==> config.mk <==
export PLATFORM = sky130hd
export DESIGN_NAME = ubx_frame_receiver
export DESIGN_NICKNAME = d
export VERILOG_FILES = /design/src/rtl/core/ubxfr_pkg.sv /design/src/rtl/core/ubxfr_cfg.sv /design/src/rtl/core/ubxfr_parser.sv /design/src/rtl/core/ubxfr_out_reg.sv /design/src/rtl/core/ubx_frame_receiver.sv
export SDC_FILE = /design/constraint.sdc
export NUM_CORES = 1
export LEC_CHECK = 0
export ABC_AREA = 1
export ABC_CLOCK_PERIOD_IN_PS = 4700
export BUFFER_PORTS_ARGS = -buffer_cell sky130_fd_sc_hd__buf_2
export CAP_MARGIN = 15
export CELL_PAD_IN_SITES_DETAIL_PLACEMENT = 0
export CELL_PAD_IN_SITES_GLOBAL_PLACEMENT = 2
export CORE_MARGIN = 2
export CORE_UTILIZATION = 33
export DETAILED_ROUTE_END_ITERATION = 6
export HOLD_SLACK_MARGIN = 0.03
export PLACE_DENSITY = 0.88
export SLEW_MARGIN = 10
export SYNTH_ARGS = -nofsm -noshare
export SYNTH_HDL_FRONTEND = slang
export SYNTH_SLANG_ARGS = --single-unit
==> constraint.sdc <==
create_clock -name i_clk -period 4.7 [get_ports i_clk]
set_input_delay 0.47 -clock i_clk [delete_from_list [all_inputs] [get_ports i_clk]]
set_output_delay 0.47 -clock i_clk [all_outputs]
set_load 0.01 [all_outputs]
==> src/rtl/core/ubxfr_pkg.sv <==
package ubxfr_pkg;

    // Register indexes on the configuration port (byte address = 4 * index)
    localparam logic [1:0] CFG_SYNC_FIRST = 2'd0;
    localparam logic [1:0] CFG_SYNC_SECOND = 2'd1;
    localparam logic [1:0] CFG_ACK_CLASS = 2'd2;
    localparam logic [1:0] CFG_ACK_POS_ID = 2'd3;

    localparam logic [7:0] RST_SYNC_FIRST = 8'd181;
    localparam logic [7:0] RST_SYNC_SECOND = 8'd98;
    localparam logic [7:0] RST_ACK_CLASS = 8'd5;
    localparam logic [7:0] RST_ACK_POS_ID = 8'd1;

    localparam int PADDR_W = 4;
    localparam int PDATA_W = 32;
    localparam int S_TDATA_W = 8;
    localparam int M_TDATA_W = 104;

    localparam logic [15:0] ACK_FRAME_LEN = 16'd2;
    localparam logic [7:0] PENDING_MAX = 8'd255;

    // Parser phases
    localparam logic [3:0] PH_SYNC1 = 4'd0;
    localparam logic [3:0] PH_SYNC2 = 4'd1;
    localparam logic [3:0] PH_CLASS = 4'd2;
    localparam logic [3:0] PH_ID = 4'd3;
    localparam logic [3:0] PH_LEN1 = 4'd4;
    localparam logic [3:0] PH_LEN2 = 4'd5;
    localparam logic [3:0] PH_PAYLOAD = 4'd6;
    localparam logic [3:0] PH_CKA = 4'd7;
    localparam logic [3:0] PH_CKB = 4'd8;

    typedef struct packed {
        logic [7:0] sync_first;
        logic [7:0] sync_second;
        logic [7:0] ack_class;
        logic [7:0] ack_pos_id;
    } t_cfg;

    typedef struct packed {
        logic        byte_ok;
        logic        payload_valid;
        logic [7:0]  payload_byte;
        logic [15:0] payload_offset;
        logic        frame_done;
        logic [7:0]  msg_class;
        logic [7:0]  msg_id;
        logic [15:0] payload_length;
        logic        ack_seen;
        logic        ack_positive;
        logic [7:0]  pending_sends;
        logic [31:0] error_count;
    } t_result;

endpackage

==> src/rtl/core/ubxfr_cfg.sv <==
module ubxfr_cfg (
    input  logic                          i_clk,
    input  logic                          i_rst_n,
    input  logic                          psel,
    input  logic                          penable,
    input  logic                          pwrite,
    input  logic [ubxfr_pkg::PADDR_W-1:0] paddr,
    input  logic [ubxfr_pkg::PDATA_W-1:0] pwdata,
    output logic [ubxfr_pkg::PDATA_W-1:0] prdata,
    output logic                          pready,
    output ubxfr_pkg::t_cfg               o_cfg
);
    import ubxfr_pkg::*;

    t_cfg       r_cfg;
    logic [1:0] w_idx;
    logic       w_wr;

    assign pready = 1'b1;
    assign w_idx  = paddr[PADDR_W-1:2];
    assign w_wr   = psel && penable && pwrite && pready;
    assign o_cfg  = r_cfg;

    always_ff @(posedge i_clk) begin
        if (!i_rst_n) begin
            r_cfg.sync_first  <= RST_SYNC_FIRST;
            r_cfg.sync_second <= RST_SYNC_SECOND;
            r_cfg.ack_class   <= RST_ACK_CLASS;
            r_cfg.ack_pos_id  <= RST_ACK_POS_ID;
        end else if (w_wr) begin
            unique case (w_idx)
                CFG_SYNC_FIRST:  r_cfg.sync_first  <= pwdata[7:0];
                CFG_SYNC_SECOND: r_cfg.sync_second <= pwdata[7:0];
                CFG_ACK_CLASS:   r_cfg.ack_class   <= pwdata[7:0];
                CFG_ACK_POS_ID:  r_cfg.ack_pos_id  <= pwdata[7:0];
                default: ;
            endcase
        end
    end

    always_comb begin
        prdata = '0;
        unique case (w_idx)
            CFG_SYNC_FIRST:  prdata[7:0] = r_cfg.sync_first;
            CFG_SYNC_SECOND: prdata[7:0] = r_cfg.sync_second;
            CFG_ACK_CLASS:   prdata[7:0] = r_cfg.ack_class;
            CFG_ACK_POS_ID:  prdata[7:0] = r_cfg.ack_pos_id;
            default:         prdata = '0;
        endcase
    end

endmodule

==> src/rtl/core/ubxfr_parser.sv <==
module ubxfr_parser (
    input  logic                 i_clk,
    input  logic                 i_rst_n,
    input  logic                 i_accept,
    input  logic                 i_action,
    input  logic [7:0]           i_byte,
    input  ubxfr_pkg::t_cfg      i_cfg,
    output ubxfr_pkg::t_result   o_result
);
    import ubxfr_pkg::*;

    logic [3:0]  r_phase, n_phase;
    logic [7:0]  r_class, n_class;
    logic [7:0]  r_id, n_id;
    logic [15:0] r_len, n_len;
    logic [15:0] r_taken, n_taken;
    logic [7:0]  r_sum_a, n_sum_a;
    logic [7:0]  r_sum_b, n_sum_b;
    logic [7:0]  r_pending, n_pending;
    logic [31:0] r_errors, n_errors;

    logic [7:0]  w_add_a;
    logic [7:0]  w_add_b;
    logic [15:0] w_taken_inc;
    logic [15:0] w_len_full;
    logic        ok;
    t_result     res;

    assign w_add_a     = r_sum_a + i_byte;
    assign w_add_b     = r_sum_b + w_add_a;
    assign w_taken_inc = r_taken + 16'd1;
    assign w_len_full  = {i_byte, r_len[7:0]};

    always_comb begin
        n_phase   = r_phase;
        n_class   = r_class;
        n_id      = r_id;
        n_len     = r_len;
        n_taken   = r_taken;
        n_sum_a   = r_sum_a;
        n_sum_b   = r_sum_b;
        n_pending = r_pending;
        n_errors  = r_errors;
        ok        = 1'b1;
        res       = '0;

        if (i_action) begin
            if (r_pending != PENDING_MAX) n_pending = r_pending + 8'd1;
        end else begin
            unique case (r_phase)
                PH_SYNC1: begin
                    if (i_byte == i_cfg.sync_first) n_phase = PH_SYNC2;
                end
                PH_SYNC2: begin
                    if (i_byte == i_cfg.sync_second) n_phase = PH_CLASS;
                    else ok = 1'b0;
                end
                PH_CLASS: begin
                    n_class = i_byte;
                    n_sum_a = w_add_a;
                    n_sum_b = w_add_b;
                    n_phase = PH_ID;
                end
                PH_ID: begin
                    n_id    = i_byte;
                    n_sum_a = w_add_a;
                    n_sum_b = w_add_b;
                    n_phase = PH_LEN1;
                end
                PH_LEN1: begin
                    n_len   = {8'd0, i_byte};
                    n_sum_a = w_add_a;
                    n_sum_b = w_add_b;
                    n_phase = PH_LEN2;
                end
                PH_LEN2: begin
                    n_len   = w_len_full;
                    n_sum_a = w_add_a;
                    n_sum_b = w_add_b;
                    n_phase = (w_len_full != 16'd0) ? PH_PAYLOAD : PH_CKA;
                end
                PH_PAYLOAD: begin
                    res.payload_valid  = 1'b1;
                    res.payload_byte   = i_byte;
                    res.payload_offset = r_taken;
                    n_sum_a = w_add_a;
                    n_sum_b = w_add_b;
                    n_taken = w_taken_inc;
                    // a wrapped count reads as zero, so keep taking payload then
                    if (w_taken_inc >= r_len) n_phase = PH_CKA;
                end
                PH_CKA: begin
                    if (i_byte == r_sum_a) n_phase = PH_CKB;
                    else ok = 1'b0;
                end
                PH_CKB: begin
                    if (i_byte == r_sum_b) begin
                        res.frame_done     = 1'b1;
                        res.msg_class      = r_class;
                        res.msg_id         = r_id;
                        res.payload_length = r_len;
                        if (r_class == i_cfg.ack_class && r_len == ACK_FRAME_LEN
                            && r_pending != 8'd0) begin
                            n_pending        = r_pending - 8'd1;
                            res.ack_seen     = 1'b1;
                            res.ack_positive = (r_id == i_cfg.ack_pos_id);
                        end
                        n_phase = PH_SYNC1;
                        n_class = '0;
                        n_id    = '0;
                        n_len   = '0;
                        n_taken = '0;
                        n_sum_a = '0;
                        n_sum_b = '0;
                    end else begin
                        ok = 1'b0;
                    end
                end
                default: begin
                    n_phase = PH_SYNC1;
                    n_class = '0;
                    n_id    = '0;
                    n_len   = '0;
                    n_taken = '0;
                    n_sum_a = '0;
                    n_sum_b = '0;
                end
            endcase

            // drop the frame, count the error, forget outstanding sends
            if (!ok) begin
                n_errors  = r_errors + 32'd1;
                n_phase   = PH_SYNC1;
                n_class   = '0;
                n_id      = '0;
                n_len     = '0;
                n_taken   = '0;
                n_sum_a   = '0;
                n_sum_b   = '0;
                n_pending = '0;
            end
        end

        res.byte_ok       = ok;
        res.pending_sends = n_pending;
        res.error_count   = n_errors;
    end

    assign o_result = res;

    always_ff @(posedge i_clk) begin
        if (!i_rst_n) begin
            r_phase   <= PH_SYNC1;
            r_class   <= '0;
            r_id      <= '0;
            r_len     <= '0;
            r_taken   <= '0;
            r_sum_a   <= '0;
            r_sum_b   <= '0;
            r_pending <= '0;
            r_errors  <= '0;
        end else if (i_accept) begin
            r_phase   <= n_phase;
            r_class   <= n_class;
            r_id      <= n_id;
            r_len     <= n_len;
            r_taken   <= n_taken;
            r_sum_a   <= n_sum_a;
            r_sum_b   <= n_sum_b;
            r_pending <= n_pending;
            r_errors  <= n_errors;
        end
    end

endmodule

==> src/rtl/core/ubxfr_out_reg.sv <==
module ubxfr_out_reg (
    input  logic                 i_clk,
    input  logic                 i_rst_n,
    input  logic                 i_load,
    input  ubxfr_pkg::t_result   i_result,
    input  logic                 i_ready,
    output logic                 o_valid,
    output logic                 o_free,
    output ubxfr_pkg::t_result   o_result
);
    import ubxfr_pkg::*;

    logic    r_valid;
    t_result r_result;

    // free when empty or being drained this cycle
    assign o_free   = !r_valid || i_ready;
    assign o_valid  = r_valid;
    assign o_result = r_result;

    always_ff @(posedge i_clk) begin
        if (!i_rst_n) begin
            r_valid <= 1'b0;
        end else if (o_free) begin
            r_valid <= i_load;
        end
    end

    always_ff @(posedge i_clk) begin
        if (i_load) begin
            r_result <= i_result;
        end
    end

endmodule

==> src/rtl/core/ubx_frame_receiver.sv <==
// Channel  | Direction | Beat contents
// s_*      | in        | tdata: rx_byte[7:0]; tuser: action[0]
// m_*      | out       | tdata: one result item, packed fields (see port)
// APB      | in/out    | sync_first 0x0, sync_second 0x4, ack_class 0x8, ack_positive_id 0xC
//
// One byte beat per clock unless m_* stalls: parser state and output register both
// load at the edge that accepts the beat, so its result shows on m_* in the next cycle.
// Throughput is set by the single byte-wise parse step; there is no other loop.
// Reset (synchronous, i_rst_n low) returns the parser to the sync hunt, clears
// both counters and loads the register defaults. No clearing pass is needed.
// A stall on m_* holds the result; s_tready drops only while the output
// register is full and not being taken.
module ubx_frame_receiver (
    input  logic                          i_clk,
    input  logic                          i_rst_n,
    // input stream
    input  logic                          s_tvalid,
    output logic                          s_tready,
    input  logic [ubxfr_pkg::S_TDATA_W-1:0] s_tdata,  // [7:0] rx_byte
    input  logic [0:0]                    s_tuser,  // [0] action
    // result stream
    output logic                          m_tvalid,
    input  logic                          m_tready,
    // [0] byte_ok, [1] payload_valid, [9:2] payload_byte,
    // [25:10] payload_offset, [26] frame_done, [34:27] msg_class,
    // [42:35] msg_id, [58:43] payload_length, [59] ack_seen,
    // [60] ack_positive, [68:61] pending_sends, [100:69] error_count,
    // [103:101] zero
    output logic [ubxfr_pkg::M_TDATA_W-1:0] m_tdata,
    // configuration
    input  logic                          psel,
    input  logic                          penable,
    input  logic                          pwrite,
    input  logic [ubxfr_pkg::PADDR_W-1:0] paddr,
    input  logic [ubxfr_pkg::PDATA_W-1:0] pwdata,
    output logic [ubxfr_pkg::PDATA_W-1:0] prdata,
    output logic                          pready
);
    import ubxfr_pkg::*;

    t_cfg    cfg;
    t_result step_res;
    t_result out_res;
    logic    accept;
    logic    out_free;

    // take a beat whenever the output register can take its result
    assign s_tready = out_free;
    assign accept   = s_tvalid && s_tready;

    ubxfr_cfg u_cfg (
        .i_clk   (i_clk),
        .i_rst_n (i_rst_n),
        .psel    (psel),
        .penable (penable),
        .pwrite  (pwrite),
        .paddr   (paddr),
        .pwdata  (pwdata),
        .prdata  (prdata),
        .pready  (pready),
        .o_cfg   (cfg)
    );

    ubxfr_parser u_parser (
        .i_clk    (i_clk),
        .i_rst_n  (i_rst_n),
        .i_accept (accept),
        .i_action (s_tuser[0]),
        .i_byte   (s_tdata[7:0]),
        .i_cfg    (cfg),
        .o_result (step_res)
    );

    ubxfr_out_reg u_out (
        .i_clk    (i_clk),
        .i_rst_n  (i_rst_n),
        .i_load   (accept),
        .i_result (step_res),
        .i_ready  (m_tready),
        .o_valid  (m_tvalid),
        .o_free   (out_free),
        .o_result (out_res)
    );

    // pack the result, first field in the low bits
    assign m_tdata = {3'b000,
                      out_res.error_count,
                      out_res.pending_sends,
                      out_res.ack_positive,
                      out_res.ack_seen,
                      out_res.payload_length,
                      out_res.msg_id,
                      out_res.msg_class,
                      out_res.frame_done,
                      out_res.payload_offset,
                      out_res.payload_byte,
                      out_res.payload_valid,
                      out_res.byte_ok};

endmodule

# Word level (Yosys, flattened, before mapping)
# Index checks and enable logic that the tools add are counted.
op_classes:
  bitwise_logic: 5
  reduce_logical: 32
  order_cmp: 1
  add_sub_neg: 6
  n_mux: 39
  n_eq_ne: 30
ops:
  columns: ["cell", "n"]
  rows:
  - ["$pmux W8 S3", 4]
  - ["$mux W8", 11]
  - ["$mux W32", 2]
  - ["$pmux W16 S4", 1]
  - ["$eq A8 B8 Y1", 6]
  - ["$mux W16", 3]
  - ["$pmux W16 S3", 1]
  - ["$pmux W4 S9", 1]
  - ["$mux W35", 1]
  - ["$add A32 B1 Y32 const B", 1]
  - ["$pmux W8 S4", 1]
  - ["$mux W25", 1]
  - ["$mux W4", 6]
  - ["$reduce_or A7 Y1", 3]
  - ["$reduce_and A4 Y1", 5]
  - ["$add A16 B1 Y16 const B", 1]
  - ["$add A8 B8 Y8", 2]
  - ["$eq A16 B2 Y1 const B", 1]
  - ["$eq A4 B3 Y1 const B", 4]
  - ["$ge A16 B16 Y1", 1]
  - ["$reduce_bool A16 Y1", 1]
  - ["$ne A3 B2 Y1 const B", 5]
  - ["$ne A2 B2 Y1 const B", 6]
  - ["$add A8 B1 Y8 const B", 1]
  - ["other kinds (25)", 44]
totals:
  regBits: 242
  wordCells: 140
  input_bits: 52
  out_inout_bits: 139

# Longest topological paths before layout
depth:
  ltp_word: 8
  ltp_mapped: 20
  ltp_nobuf: 20

# Cells and area by module
# A second synthesis with hierarchy kept.
unflattened:
  hier_cells: 1864
  hier_area_um2: 13589.3
modules_own_cells:
  columns: ["mod", "seq_area_each_um2", "area_each_um2", "instances", "cells_each"]
  rows:
  - ["ubxfr_parser", 2162.1, 8788.4, 1, 1497]
  - ["ubxfr_out_reg", 3052.9, 3079.2, 1, 107]
  - ["ubxfr_cfg", 640.6, 1687.9, 1, 254]
  - ["ubx_frame_receiver", 0.0, 33.8, 1, 6]

# Worst setup path before layout
# No wires, ideal clock.
synth_path:
  path_type: "input to register"
  start: "input m_tready"
  end: "register u_out.r_result, in the netlist u_out.o_result[0] (enable)"
  arrival_time_ps: 3831
  t_required_ps: 4195
  path_slack_ps: 364
  setup_time_ps: 505
  path_buffers: 1
  cell_stages: 5
  path_cell_list: "inv_1 nand2_1 nand2_1 inv_1 clkbuf_1"
synth_between:
  elab_chain_cells: 2
synth_lines:
  columns: ["element", "line_no", "text"]
  rows:
  - ["start, declared", "ubx_frame_receiver.sv:23", "input logic m_tready,"]
  - ["$logic_or A1 B1 Y1", "ubxfr_out_reg.sv:17", "assign o_free = !r_valid || i_ready;"]
  - ["named net s_tready", "ubx_frame_receiver.sv:18", "output logic s_tready,"]
  - ["$logic_and A1 B1 Y1", "ubx_frame_receiver.sv:49", "assign accept = s_tvalid && s_tready;"]
  - ["named net accept", "ubx_frame_receiver.sv:44", "logic accept;"]
  - ["end signal, assigned", "ubxfr_out_reg.sv:31", "r_result <= i_result;"]
  - ["end, declared", "ubxfr_out_reg.sv:14", "t_result r_result;"]
# The timed path passes the listed nets, and every way through them passes these cells.
# A chain may end at the register's enable or synchronous reset.

# Worst setup path in the final report
layout_path:
  start: "register u_parser.r_taken[0]"
  end: "register u_parser.r_phase[1]"
layout_between:
  elab_chain_cells: 4
layout_lines:
  columns: ["element", "line_no", "text"]
  rows:
  - ["start, declared", "ubxfr_parser.sv:16", "logic [15:0] r_taken, n_taken;"]
  - ["start signal, assigned", "ubxfr_parser.sv:167", "r_taken <= n_taken;"]
  - ["$add A16 B1 Y16", "ubxfr_parser.sv:31", "assign w_taken_inc = r_taken + 16'd1;"]
  - ["$ge A16 B16 Y1", "ubxfr_parser.sv:90", "if (w_taken_inc >= r_len) n_phase = PH_CKA;"]
  - ["$ne A3 B2 Y1 (no line)", null, null]
  - ["$reduce_and A7 Y1 (no line)", null, null]
  - ["end signal, assigned", "ubxfr_parser.sv:163", "r_phase <= n_phase;"]
  - ["end, declared", "ubxfr_parser.sv:12", "logic [3:0] r_phase, n_phase;"]
# Every way passes these cells.

==> results.py <==
metrics = {
    "logic_synthesis": {
        "synth_simple_gate_area_share_pct": 26.9,
        "synth_top_area_share_pct": 22.9,
        "synth_fa_ha_area_share_pct": 3.61,
        "synth_area_sq_um": 13200,
        "netlist_instances": 1801,
        "avgSynthCellArea_sq_um": 7.35,
        "yosys_register_bits": 242,
        "synth_warnings": 0,
        "synth_compound_area_share_pct": 10.4,
        "synth_largest_area_cell": "edfxtp_1",
        "seq_area_frac_synth_pct": 44.3,
        "synth_area_leaders": "edfxtp_1 23%, dfxtp_1 21%, nand2_1 13%",
        "synthFlopType": "dfxtp_1",
        "ys_async_sr_fraction_pct": 0,
        "synthMuxAreaShare_pct": 0,
        "synth_top_family_by_area": "simple AND/OR/NAND/NOR gates",
        "synthXorXnorAreaFrac_pct": 4.44,
        "synth.distinct_cells": 40,
        "synth_edf_count": 101,
    },
    "clock_network": {
        "cts_hold_buf": 0,
        "cts.path.max_buffers": 3,
        "cts.clk_slew.worst_paths_ns": 0.06,
        "h-tree-depth": 1,
        "cts_tree": "yes",
        "clock_sink_count": 242,
        "post_cts_buffers": 0,
        "cts_made_buffers": 29,
        "postCtsResizedCells": 0,
        "clock_latency_ns": 0.57,
        "cts-root-buf": "clkbuf_16",
    },
    "sta": {
        "holdWs_ns": 0.186,
        "fin_worst_skew_ns": 0.0134,
        "worstMarginPinSlew_ns": 1.06,
        "fmax_mhz": 305,
        "period_share_pct": 69.8,
        "finalSetupTns_ns": 0,
        "rsz0062_at_grt": "no",
        "min_period_ns": 3.28,
        "slew_viol_final": 0,
        "finalSetupViolCount": 0,
        "hold_violations": 0,
        "relSlewSlack_pct": 29.0,
    },
    "route": {
        "dr.pass1.iters": 5,
        "avgRoutedWirePerCell_microns": 15.5,
        "ant_nets": 0,
        "viasPerCell": 4.64,
        "drtIter0Drc": 507,
        "drc": 0,
        "vias": 11400,
        "wl_microns": 38100,
    },
    "finish": {
        "final_common_cell": "nand2_1",
        "stdcell_area_sq_um": 15300,
        "syn_to_final_growth_pct": 15.5,
        "drive_above_1_share_pct": 11.6,
        "diodes": 0,
        "final_cell_mix": "464 x nand2_1, 252 x nor2_1, 223 x inv_1, 141 x dfxtp_1, 136 x buf_2",
        "fin_util_pct": 38.6,
        "finalNetCount": 2007,
    },
    "hold_path": {
        "holdPathEnd": "u_cfg.o_cfg[24]",
        "hold_depth": 3,
        "min_from": "pwdata[0]",
        "hold_class": "primary input to flip-flop",
    },
    "global_route": {
        "grt_pass1_vias": 11200,
        "gr-total-overflow": 0,
        "grt_pass1_wl_microns": 60600,
        "track_usage_pct": 18.4,
        "grt_start_max_net_pins": 70,
        "grt_antenna_before_repair": 0,
    },
    "critical_path": {
        "reg2reg_depth": 19,
        "crit_required_ns": 5.17,
        "reg2reg_slack_ns": 1.42,
        "critPathKind": "flip-flop to flip-flop",
        "reg2reg_to": "u_parser.r_phase[1]",
        "critPathLaunchType": "flip-flop",
        "path_max_fanout": 7,
        "crit_path_end_kind": "flip-flop",
        "arrival_ns": 3.75,
        "rr_startpoint": "u_parser.r_taken[0]",
    },
    "power_and_ir_drop": {
        "ir_worst_vdd_mv": 0.255,
        "leakage_uw": 0.00673,
        "power_density_nw_per_um2": 339,
    },
    "floorplanning": {
        "die_w_microns": 204,
        "ios": 191,
        "initial_core_util_pct": 33.4,
        "die-height_microns": 204,
        "core_sq_um": 39600,
        "dieArea_sq_um": 41700,
        "rows": 73,
    },
    "place": {
        "gp_congestion": 0.846,
        "hpwl_microns": 27800,
        "numPortBuffers": 136,
        "dpl_cell_area_sq_um": 14300,
    },
    "outcome": {
        "status": "finished, final reports clean",
    },
    "job": {
        "drv_cap": 0,
    },
}
where the power goes:
group | switching [uW] | leakage (uW) | internal [uW]
Clock | 918 | 0.000500 | 1440
Sequential | 60.1 | 0.00217 | 2290
Combinational | 331 | 0.00406 | 152
cell usage after synthesis (4+ instances only):
library cell	number
a21oi_1	110
buf_2	12
buf_4	32
clkbuf_1	40
dfxtp_1	141
edfxtp_1	101
ha_1	35
inv_1	224
inv_2	14
nand2_1	465
nand3_1	73
nand3b_1	4
nand4_1	22
nor2_1	252
nor3_1	34
nor4_1	4
o2111ai_1	8
o211ai_1	4
o21ai_0	90
o21ai_1	33
o21bai_1	8
xnor2_1	33
xor2_1	34
critical path, stage by stage, from the launching register on:
cell     delay, ns
dfxtp_1       0.42
ha_1          0.22
nand3_1       0.12
nor3_1        0.29
nand3_1       0.17
nor2_1        0.21
nand3_1       0.09
inv_1         0.07
xor2_1        0.14
inv_1         0.07
ha_1          0.27
nand2_1       0.04
inv_1         0.06
nand3_1       0.10
nor2_1        0.14
o21ai_0       0.12
nand4_1       0.14
nand3_1       0.24
a21oi_1       0.20
nor2_1        0.05
worst max-delay path by stage:
stage,from,endpoint,slack [ns],depth (start not counted)
after global routing,u_parser.r_taken[0],u_parser.r_phase[1],0.97,20
after detailed placement,s_tdata[0],u_parser.r_sum_b[7],1.37,21
after CTS,u_parser.r_taken[0],u_parser.r_phase[1],1.40,19
after floorplan,m_tready,u_out.o_result[0],0.36,5
final,u_parser.r_taken[0],u_parser.r_phase[1],1.42,19
after global placement,s_tdata[0],u_parser.r_sum_b[7],1.38,21
sequential cells by signal (all words and copies together), names as in the netlist:
| register | flops |
|---|---|
| u_cfg.o_cfg | 32 |
| u_out.o_result | 101 |
| u_out.o_valid | 1 |
| u_parser.r_class | 8 |
| u_parser.r_errors | 32 |
| u_parser.r_id | 8 |
| u_parser.r_len | 16 |
| u_parser.r_pending | 8 |
| u_parser.r_phase | 4 |
| u_parser.r_sum_a | 8 |
| u_parser.r_sum_b | 8 |
| u_parser.r_taken | 16 |
stage by stage:
step	total power [uW]	std cells	setup WS, ns
floorplan	2710	1827	0.364
global placement	2870	2412	1.38
detailed placement	2880	2412	1.37
CTS	5260	2466	1.40
global route	5410	2466	0.971
finish	5180	2466	1.42
cell families (layout without fill, tap and decap cells):
kind of cell / Yosys count / count (layout)
buffers and inverters: 325 / 439
xor gates and xnor gates: 67 / 67
AOI/OAI and AO/OA: 258 / 258
and+or+nand+nor: 870 / 870
DFF: 242 / 242
adders and majority gates: 37 / 37
other: 2 / 28
final cells by class:
class	count	area [sq um]
repair buffers	146	756
flip-flops and latches	242	5860
well taps	525	657
multi-input cells	1260	6110
fillers	4218	24400
clock buffers	39	816
inverters	239	901
clock inverters	15	188
metal layers:
layer	wire length [microns]	global-route usage, %	vias to the layer above
li1	-	-	5948
met1	17300	24.1	5226
met2	18200	31.7	202
met3	1490	2.38	63
met4	1150	5.33	0
met5	0	0	-
Power figures use the tool's default switching activity.
